`src/hdl/lts_pkg.sv`:
```
package lts_pkg;

  localparam int KIND_W   = 2;
  localparam int ENTRY_W  = 4;
  localparam int ID_W     = 16;
  localparam int FIELD_TW = 8;
  localparam int BURST_W  = 16;
  localparam int STATUS_W = 3;
  localparam int WAIT_W   = 24;
  localparam int SLICE_W  = 16;
  localparam int COUNT_W  = 5;
  localparam int CFG_IDX_W  = 1;
  localparam int CFG_DATA_W = 16;

  typedef enum logic [KIND_W-1:0] {
    KIND_LOAD = 2'd0,
    KIND_DRAW = 2'd1,
    KIND_READ = 2'd2
  } kind_e;

  localparam logic [STATUS_W-1:0] STATUS_LOADED   = 3'd0;
  localparam logic [STATUS_W-1:0] STATUS_NO_OWNER = 3'd1;
  localparam logic [STATUS_W-1:0] STATUS_RAN      = 3'd2;
  localparam logic [STATUS_W-1:0] STATUS_FINISHED = 3'd3;
  localparam logic [STATUS_W-1:0] STATUS_DONE     = 3'd4;
  localparam logic [STATUS_W-1:0] STATUS_READBACK = 3'd5;

  localparam logic [CFG_IDX_W-1:0] REG_TIME_SLICE    = 1'd0;
  localparam logic [CFG_IDX_W-1:0] REG_PROCESS_COUNT = 1'd1;

  localparam logic [WAIT_W-1:0] WAIT_MAX = {WAIT_W{1'b1}};

  typedef struct packed {
    logic [KIND_W-1:0]   kind;
    logic [ENTRY_W-1:0]  entry_index;
    logic [ID_W-1:0]     process_id;
    logic [FIELD_TW-1:0] range_end;
    logic [BURST_W-1:0]  burst;
    logic [FIELD_TW-1:0] drawn_ticket;
  } lts_in_t;

  typedef struct packed {
    logic [STATUS_W-1:0] status;
    logic [ENTRY_W-1:0]  winner_index;
    logic [ID_W-1:0]     winner_id;
    logic [BURST_W-1:0]  remaining;
    logic [WAIT_W-1:0]   waited;
  } lts_out_t;

endpackage

```
`src/hdl/lottery_ticket_scheduler.sv`:
```
// Channel   | Handshake                 | Payload
// ----------+---------------------------+-----------------------------------
// request   | start_i, busy_o           | req_i (lts_in_t)
// response  | done_o (one-cycle strobe) | rsp_o (lts_out_t)
// config    | cfg_we_i                  | cfg_idx_i, cfg_data_i
//
// A load transaction writes the table when accepted and its response shows in the next cycle.
// A read transaction first registers the table read, then the read state registers the response.
// A draw walks over up to process_count entries (at most MAX_PROCS) of the table memory,
// one entry per cycle through its single read port; a count of zero answers no-owner at once.
// Reset clears the state machine, pointer, flags, process count and per-entry valid bits and sets the slice to 1.
// The receiver cannot stall: each response stands for exactly one cycle.
module lottery_ticket_scheduler
  import lts_pkg::*;
#(
  parameter int MAX_PROCS   = 16,
  parameter int TICKET_BITS = 8
) (
  input  logic                  clk_i,
  input  logic                  rst_ni,
  input  logic                  start_i,
  output logic                  busy_o,
  input  lts_in_t               req_i,
  output logic                  done_o,
  output lts_out_t              rsp_o,
  input  logic                  cfg_we_i,
  input  logic [CFG_IDX_W-1:0]  cfg_idx_i,
  input  logic [CFG_DATA_W-1:0] cfg_data_i
);

  localparam int IW       = (MAX_PROCS > 1) ? $clog2(MAX_PROCS) : 1;
  localparam int CW       = $clog2(MAX_PROCS + 1);
  localparam int IDX_VALS = 2 ** ENTRY_W;
  localparam int WSUM_W   = WAIT_W + 1;

  // One table word holds everything the scheduler keeps about a process.
  typedef struct packed {
    logic [ID_W-1:0]        id;
    logic [TICKET_BITS-1:0] range_end;
    logic [BURST_W-1:0]     burst;
    logic [WAIT_W-1:0]      waited;
  } entry_t;

  // One-hot controller: idle, readback of one entry, walk over the table.
  typedef enum logic [2:0] {
    ST_IDLE = 3'b001,
    ST_READ = 3'b010,
    ST_WALK = 3'b100
  } state_e;

  state_e                 state_q, state_d;
  logic [SLICE_W-1:0]     slice_q;
  logic [COUNT_W-1:0]     count_q;
  logic [IW-1:0]          ptr_q, ptr_d;
  logic [TICKET_BITS-1:0] start_q, start_d;
  logic [TICKET_BITS-1:0] ticket_q, ticket_d;
  logic                   found_q, found_d;
  lts_out_t               win_q, win_d;
  logic                   done_q, done_d;
  lts_out_t               rsp_q, rsp_d;

  entry_t                 mem [MAX_PROCS];
  entry_t                 rd_q;
  logic                   rd_valid_q;
  logic                   valid_q [MAX_PROCS];

  logic                   mem_we;
  logic [IW-1:0]          mem_wa;
  entry_t                 mem_wd;
  logic [IW-1:0]          rd_addr;

  logic [IW-1:0]          idx_mod [IDX_VALS];
  logic [IW-1:0]          req_idx;
  logic [CW-1:0]          count_lim;
  logic                   accept;
  logic                   last;
  logic                   owns;
  logic [WAIT_W-1:0]      cur_wait;
  logic [WSUM_W-1:0]      wait_sum;
  entry_t                 upd;
  logic [STATUS_W-1:0]    cur_status;
  lts_out_t               cand;
  lts_out_t               no_owner;

  // The entry index wraps modulo the table depth; the residues are constants.
  for (genvar g = 0; g < IDX_VALS; g++) begin : g_mod
    localparam logic [IW-1:0] Res = IW'(g % MAX_PROCS);
    assign idx_mod[g] = Res;
  end
  assign req_idx = idx_mod[req_i.entry_index];

  // A count above the table depth is treated as the full table.
  assign count_lim = (32'(count_q) > 32'(MAX_PROCS)) ? CW'(MAX_PROCS) : CW'(count_q);

  assign accept = start_i && (state_q == ST_IDLE);
  assign busy_o = (state_q != ST_IDLE);
  assign done_o = done_q;
  assign rsp_o  = rsp_q;

  // Waiting time reads as zero for an entry that has never been written.
  assign cur_wait = rd_valid_q ? rd_q.waited : '0;
  assign wait_sum = {1'b0, cur_wait} + WSUM_W'(slice_q);

  // Ownership of the drawn ticket against the range that the walk has reached.
  assign owns = (ticket_q >= start_q) && (ticket_q < rd_q.range_end);
  assign last = (CW'(ptr_q) + CW'(1)) == count_lim;

  always_comb begin
    upd        = rd_q;
    upd.waited = cur_wait;
    if (rd_q.burst != '0) begin
      if (owns) begin
        upd.burst = (rd_q.burst > slice_q) ? (rd_q.burst - slice_q) : '0;
      end else begin
        upd.waited = wait_sum[WAIT_W] ? WAIT_MAX : wait_sum[WAIT_W-1:0];
      end
    end
    if (rd_q.burst == '0) begin
      cur_status = STATUS_DONE;
    end else if (upd.burst == '0) begin
      cur_status = STATUS_FINISHED;
    end else begin
      cur_status = STATUS_RAN;
    end
  end

  always_comb begin
    cand.status       = cur_status;
    cand.winner_index = ENTRY_W'(ptr_q);
    cand.winner_id    = upd.id;
    cand.remaining    = upd.burst;
    cand.waited       = upd.waited;
    no_owner          = '0;
    no_owner.status   = STATUS_NO_OWNER;
  end

  // Memory port control. During the walk the entry that just arrived is
  // written back while the next one is read, so the two never collide.
  always_comb begin
    mem_we  = 1'b0;
    mem_wa  = ptr_q;
    mem_wd  = upd;
    rd_addr = ptr_q + IW'(1);
    if (accept) begin
      mem_wa           = req_idx;
      mem_wd.id        = req_i.process_id;
      mem_wd.range_end = TICKET_BITS'(req_i.range_end);
      mem_wd.burst     = req_i.burst;
      mem_wd.waited    = '0;
      mem_we           = (req_i.kind == KIND_LOAD);
      rd_addr          = (req_i.kind == KIND_DRAW) ? '0 : req_idx;
    end else if (state_q == ST_WALK) begin
      mem_we = 1'b1;
    end
  end

  always_ff @(posedge clk_i) begin
    if (mem_we) begin
      mem[mem_wa] <= mem_wd;
    end
    rd_q <= mem[rd_addr];
  end

  always_ff @(posedge clk_i or negedge rst_ni) begin
    if (!rst_ni) begin
      for (int i = 0; i < MAX_PROCS; i++) begin
        valid_q[i] <= 1'b0;
      end
      rd_valid_q <= 1'b0;
    end else begin
      if (mem_we) begin
        valid_q[mem_wa] <= 1'b1;
      end
      rd_valid_q <= valid_q[rd_addr];
    end
  end

  // Transaction sequencing and the response register.
  always_comb begin
    state_d  = state_q;
    ptr_d    = ptr_q;
    start_d  = start_q;
    ticket_d = ticket_q;
    found_d  = found_q;
    win_d    = win_q;
    done_d   = 1'b0;
    rsp_d    = rsp_q;
    case (state_q)
      ST_IDLE: begin
        if (start_i) begin
          case (req_i.kind)
            KIND_LOAD: begin
              done_d             = 1'b1;
              rsp_d.status       = STATUS_LOADED;
              rsp_d.winner_index = ENTRY_W'(req_idx);
              rsp_d.winner_id    = req_i.process_id;
              rsp_d.remaining    = req_i.burst;
              rsp_d.waited       = '0;
            end
            KIND_DRAW: begin
              ticket_d = TICKET_BITS'(req_i.drawn_ticket);
              start_d  = '0;
              ptr_d    = '0;
              found_d  = 1'b0;
              if (count_lim == '0) begin
                done_d = 1'b1;
                rsp_d  = no_owner;
              end else begin
                state_d = ST_WALK;
              end
            end
            default: begin
              ptr_d   = req_idx;
              state_d = ST_READ;
            end
          endcase
        end
      end
      ST_READ: begin
        done_d             = 1'b1;
        rsp_d.status       = STATUS_READBACK;
        rsp_d.winner_index = ENTRY_W'(ptr_q);
        rsp_d.winner_id    = rd_q.id;
        rsp_d.remaining    = rd_q.burst;
        rsp_d.waited       = cur_wait;
        state_d            = ST_IDLE;
      end
      ST_WALK: begin
        // The next range starts where this entry's range ends.
        start_d = rd_q.range_end;
        ptr_d   = ptr_q + IW'(1);
        if (owns && !found_q) begin
          found_d = 1'b1;
          win_d   = cand;
        end
        if (last) begin
          state_d = ST_IDLE;
          done_d  = 1'b1;
          if (found_q) begin
            rsp_d = win_q;
          end else if (owns) begin
            rsp_d = cand;
          end else begin
            rsp_d = no_owner;
          end
        end
      end
      default: begin
        state_d = ST_IDLE;
      end
    endcase
  end

  always_ff @(posedge clk_i or negedge rst_ni) begin
    if (!rst_ni) begin
      state_q <= ST_IDLE;
      ptr_q   <= '0;
      found_q <= 1'b0;
      done_q  <= 1'b0;
      slice_q <= SLICE_W'(1);
      count_q <= '0;
    end else begin
      state_q <= state_d;
      ptr_q   <= ptr_d;
      found_q <= found_d;
      done_q  <= done_d;
      if (cfg_we_i) begin
        case (cfg_idx_i)
          REG_TIME_SLICE:    slice_q <= cfg_data_i[SLICE_W-1:0];
          REG_PROCESS_COUNT: count_q <= cfg_data_i[COUNT_W-1:0];
          default: begin
          end
        endcase
      end
    end
  end

  always_ff @(posedge clk_i) begin
    start_q  <= start_d;
    ticket_q <= ticket_d;
    win_q    <= win_d;
    rsp_q    <= rsp_d;
  end

endmodule

```
`config.mk`:
```
export PLATFORM = sky130hd
export DESIGN_NAME = lottery_ticket_scheduler
export DESIGN_NICKNAME = d
export VERILOG_FILES = /design/src/hdl/lts_pkg.sv /design/src/hdl/lottery_ticket_scheduler.sv
export SDC_FILE = /design/constraint.sdc
export NUM_CORES = 2
export LEC_CHECK = 0
export ABC_AREA = 0
export BUFFER_PORTS_ARGS = -buffer_cell sky130_fd_sc_hd__buf_4
export CAP_MARGIN = 0
export CORE_MARGIN = 1.5
export CORE_UTILIZATION = 38
export DETAILED_ROUTE_END_ITERATION = 10
export MAX_ROUTING_LAYER = met4
export PLACE_DENSITY = 0.63
export REMOVE_ABC_BUFFERS = 1
export SETUP_SLACK_MARGIN = 0.3
export SLEW_MARGIN = 0
export SYNTH_ARGS = -nofsm -noshare
export SYNTH_HDL_FRONTEND = slang
export SYNTH_SLANG_ARGS = --single-unit
```
`constraint.sdc`:
```
create_clock -name clk_i -period 5.3 [get_ports clk_i]
set_clock_uncertainty 0.05 [all_clocks]
set_input_delay 0.53 -clock clk_i [delete_from_list [all_inputs] [get_ports clk_i]]
set_output_delay 0.53 -clock clk_i [all_outputs]
set_load 0.02 [all_outputs]
```
== After elaboration in Yosys (flattened, before gate mapping) ==
Memories as Yosys holds them, arrays and structs flattened. A register that Yosys moved wholly into a read port is not among the register bits.
Index checks and enable logic that the tools add are counted.
Cells by class
  order comparisons: 8
  add/subtract/negate cells: 4
  reductions and logical operators: 21
  bitwise gates (word level): 5
  multiplexer cells: 51
  eq/ne operators: 14
Operators by type and width (number)
  two-way mux 63 bit: 5
  one-hot mux 63 bit (3 select lines): 1
  one-hot mux 63 bit (2 select lines): 1
  two-way mux 24 bit: 3
  two-way mux 64 bit: 1
  two-way mux 40 bit: 1
  logical NOT 16 bit: 2
  two-way mux 16 bit: 2
  adder 24 x 16 -> 25 bit: 1
  two-way mux 4 bit: 6
  greater-than comparator 16 bit: 1
  two-way mux 8 bit: 2
  bitwise OR 16 bit: 1
  one-hot mux 4 bit (2 select lines): 2
  one-hot mux 8 bit (2 select lines): 1
  nonzero test 16 bit: 1
  subtractor 16 bit: 1
  greater-or-equal comparator 5 bit, second input constant: 3
  inverter 4 -> 5 bit: 3
  two-way mux 1 bit: 14
  two-way mux 3 bit: 4
  one-hot mux 3 bit (2 select lines): 2
  AND reduction 3 bit: 3
  greater-or-equal comparator 8 bit: 1
  30 further kinds: 41
Storage, ports and cells
  logic and storage cells: 140
  input bits: 75
  memories kept: 2
  flip-flop bits (word level): 189
  output and inout port bits: 65
  memory bits (writable): 1024
  bits in read-only memories: 64
Memory list
  mem: depth 16, bits a word 64, rd ports 1, clocked after memory_dff 1, wr ports 1, RTL line lottery_ticket_scheduler.sv:62  | entry_t mem [MAX_PROCS];
  (no name shown): depth 16, bits a word 4, rd ports 1, clocked after memory_dff 0, wr ports 0, RTL line lottery_ticket_scheduler.sv:90  | assign req_idx = idx_mod[req_i.entry_index];

== Longest topological paths before layout ==
  depth in word-level cells: 12
  depth in mapped cells: 15

== Worst setup path after synthesis ==
OpenSTA, ideal clock, no wires.
  kind: register -> register
  start point: register state_q[0]
  end point: memory mem[7][0] (netlist name), enable pin
  path slack: 0.466 ns
  path buffers: 1
  data required time: 4.763 ns
  arrival time: 4.296 ns
  library setup time: 0.487 ns
  cell stages (with the launch flop): 8
  cell sequence: dfstp_2 nor3b_2 nand2_1 buf_2 nor3_1 a22oi_1 or2_2 nor2_1
On the way
  longest elaborated chain between the ends: 5
  elaborated cells between the ends (all ways): 8
  classes of those cells: eq/ne (2); mux (5); reduce/logical (1)
RTL lines
  start: declaration: RTL line lottery_ticket_scheduler.sv:51  | state_e state_q, state_d;
  start signal: assignment: RTL line lottery_ticket_scheduler.sv:263  | state_q <= state_d;
  equality test 3 bit or equality test 3 x 1 -> 1 bit (tied branches): RTL line lottery_ticket_scheduler.sv:152, lottery_ticket_scheduler.sv:95
  two-way mux 1 bit or logical AND 1 bit (tied branches): RTL line lottery_ticket_scheduler.sv:152, lottery_ticket_scheduler.sv:95
  two-way mux 1 bit: RTL line lottery_ticket_scheduler.sv:144  | if (accept) begin
  two-way mux 1 bit: RTL line lottery_ticket_scheduler.sv:158  | if (mem_we) begin
  two-way mux 1 bit (implied by the code): RTL line lottery_ticket_scheduler.sv:159  | mem[mem_wa] <= mem_wd;
  end: declaration: RTL line lottery_ticket_scheduler.sv:62
Parallel ways exist; a longest one is shown, timed or not.

==> out/metrics.cfg <==
[timing]
rsz0062_at_grt = true
hold_violations = 0
worst_pin_slew_ns = 1.20
post-route-period-util = 0.921
setup_tns_ns = 0
worst_slack_ns = 0.419
fmax_mhz = 205
setup_viol = 0
timing.max_slew.rel_slack = 0.196
finalMaxSlewViolations = 0
fin_crit_ns = 4.88

[critical_path]
critPathKind = flip-flop to flip-flop
cp-start-kind = flip-flop
required_ns = 5.64
cp_max_fo = 16
end_kind = flip-flop
arrival_ns = 5.22

[routing]
viasPerCell = 5.66
drt_iter0_markers = 3646
vias = 33500
wirelength_mm = 141
drcViolationCount = 0
antenna_left = 0
first_pass_iters = 8
wl_per_cell_um = 23.9

[synth]
synth_edf_count = 1166
ys_types = 78
ys.warnings.count = 0
synthesis.area_um2 = 52300
synthArstFlopShare = 0.0368
syn_avg_cell_area_um2 = 13.5
yosysSeqAreaShare = 0.717
synth_seq_cells = 1277
synth_cells = 3880
synthFlopType = edfxtp_1

[clocking]
cts_tree = built
cts.clk_slew.worst_paths_ns = 0.06
cts_buffers = 133
post_cts_buffers = 0
htreeDepth = 4
cts.sinks = 1277
cts_max_path_buffers = 3
clock-root-buffer = clkbuf_16
clk_latency_ns = 0.76

[floorplan]
pin_count = 140
initial_core_util = 0.384
coreArea_um2 = 136000
rows = 135
dieArea_um2 = 140000
die_w_um = 374
fp.dieH_um = 374

[power_and_ir_drop]
peakVddDrop_mv = 0.507
netSwitchingFraction = 0.349
combPwrFrac = 0.325
p_leak_nw = 20.4
seq_power_share = 0.396
p_sw_w = 0.0118
p_int_w = 0.0221
p_total_w = 0.0339
power_density_nw_per_um2 = 559
p_clk_frac = 0.279

[finish]
syn2layout_area_growth_pct = 16.1
layout.nets = 4138
fill_cells = 11900
drive_above_1_share = 0.125
fin_cells = 5906
final_core_util = 0.446

[global_route]
grt_busiest_layer = met2
use_met3 = 0.0342
grt_pass1_vias = 31600
grt_use_met1 = 0.282
track_usage = 0.204
grt_max_degree = 120
met2_usage = 0.308
grt_antenna_before_repair = 1
grt_pass1_wl_mm = 207
grt-ovfl-total = 0

[hold_path]
hp-class = input port to flip-flop

[placement]
dp.cells = 5629
dp_hpwl_mm = 76.5
pre_cts_slack_ns = 0.546
gp_congestion = 0.901
portBuffers = 139

[run]
maxCapViolCount = 0

[status]
outcome = complete, no violations

-- stage by stage --
| step | hold WS, ns | instance area, um2 |
|---|---|---|
| global route | 0.0263 | 60700 |
| global placement | 0.387 | 55900 |
| floorplan | 0.184 | 51200 |
| detailed placement | 0.389 | 55900 |
| finish | 0.0475 | 60700 |
| CTS | 0.00552 | 60600 |
-- synth_stat cells (8+ instances only) --
library cell / n / share of area
dfxtp_1: 64 / 0.025
a311oi_1: 132 / 0.022
dfrtp_1: 45 / 0.022
and2_1: 229 / 0.027
nor3_1: 19 / 0.0018
nand2_1: 665 / 0.048
o21ai_0: 55 / 0.0053
xor2_1: 14 / 0.0023
a211oi_1: 330 / 0.047
and3_1: 8 / 0.00096
clkbuf_1: 227 / 0.016
a21oi_1: 198 / 0.019
a31oi_1: 139 / 0.017
nand2b_1: 8 / 0.00096
a222oi_1: 32 / 0.0061
ha_1: 48 / 0.011
or2_2: 16 / 0.0019
buf_1: 24 / 0.0017
xnor2_1: 19 / 0.0032
nand3_1: 16 / 0.0015
o21ai_1: 25 / 0.0024
nand4_1: 9 / 0.0011
inv_1: 83 / 0.0060
buf_2: 17 / 0.0016
and2_0: 57 / 0.0068
a22o_1: 18 / 0.0030
a21o_1: 9 / 0.0013
nor2_1: 86 / 0.0062
a22oi_1: 14 / 0.0020
edfxtp_1: 1166 / 0.67
-- power by group through the flow --
stage	Clock (W)	Combinational [W]	Sequential, W
6_report	0.00946	0.0110	0.0134
2_1_floorplan	0	0.00748	0.0135
5_1_grt	0.00998	0.0121	0.0135
3_3_place_gp	0	0.0107	0.0136
4_1_cts	0.00960	0.0110	0.0134
3_5_place_dp	0	0.0109	0.0136
-- cells in the final DEF, fill, tap and decap left out, types with 34 or more instances in the layout --
cell type / instances
and2_1: 228
ha_1: 48
a21oi_1: 192
edfxtp_1: 1166
a311oi_1: 132
nand2_1: 664
nor2_1: 69
a211oi_1: 330
a31oi_1: 139
dfxtp_1: 64
buf_12: 34
clkbuf_16: 134
and2_0: 57
buf_4: 202
o21ai_0: 55
inv_1: 82
dfrtp_1: 45
-- worst max-delay path: stages, from the launching register on --
cell and delay, ns:
dfrtp_1 0.58, and2_1 0.24, ha_1 0.19, inv_1 0.06, fa_1 0.42, nor2b_1 0.12
o21ai_1 0.10, a211oi_1 0.37, o2111ai_1 0.18, a21oi_1 0.45, and2_1 0.52, nand2_1 0.29
a21oi_1 0.92
-- layer usage --
metal  share of wire  routed length [um]
met4           0.027                3810
met5               0                   0
met1            0.44               61500
met3           0.077               10800
met2            0.46               64800
-- layout make-up --
| cell class | instances | area [um2] | area share |
|---|---|---|---|
| antenna | 1 | 2.50 | 0.0000412 |
| clock buffer | 173 | 3640 | 0.0600 |
| clock inverter | 73 | 833 | 0.0137 |
| inverter | 83 | 314 | 0.00518 |
| multi-input combinational | 2252 | 13700 | 0.226 |
| sequential | 1277 | 37500 | 0.618 |
| tap | 1781 | 2230 | 0.0367 |
| timing repair buffer | 266 | 2500 | 0.0412 |
-- cells by family (layout without fill, tap and decap cells) --
logic type	Yosys count	in the layout	share of synthesized area
XOR/XNOR	33	33	0.00553
other	0	1	0
flip-flops	1277	1277	0.717
adder cells (fa/ha/maj)	50	50	0.0123
AND/OR/NAND/NOR	1145	1145	0.101
multiplexers	10	10	0.00206
AO/OA/AOI/OAI	1014	1014	0.136
buffers and inverters	351	595	0.0256
-- final timing paths --
| path | startpoint | endpoint | slack, ns | cells after the start |
|---|---|---|---|---|
| worst max-delay path | rd_valid_q$_DFF_PN0_ | mem[4][19]$_DFFE_PP_ | 0.42 | 12 |
| worst min-delay path | cfg_data_i[5] | slice_q[5]$_DFFE_PN0P_ | 0.05 | 3 |
| worst max register to register | rd_valid_q$_DFF_PN0_ | mem[4][19]$_DFFE_PP_ | 0.42 | 12 |
| worst min register to register | cand[55]$_DFF_P_ | win_q[55]$_DFFE_PP_ | 0.40 | 0 |
| max in group asynchronous | rst_ni | ptr_q[2]$_DFFE_PN0P_ | 4.40 | 2 |
| min in group asynchronous | rst_ni | valid_q[2]$_DFFE_PN0P_ | 0.31 | 2 |
-- what timing repair did --
item                       in CTS  in global routing
gates resized for setup         0                  6
hold buffers                   30                  0
setup endpoints to repair       0                144
hold endpoints to repair       75                  0
-- state kept, by name, summed over array words and instances (netlist names) --
register and cells:
cand 16, count_q 5, done_o 1, found_q 1
mem 1024, ptr_q 4, rd_q 48, rd_valid_q 1
rsp_o 63, slice_q 16, start_q 8, state_q 3
ticket_q 8, valid_q 16, win_q 63
(Power assumes the default switching activity.)
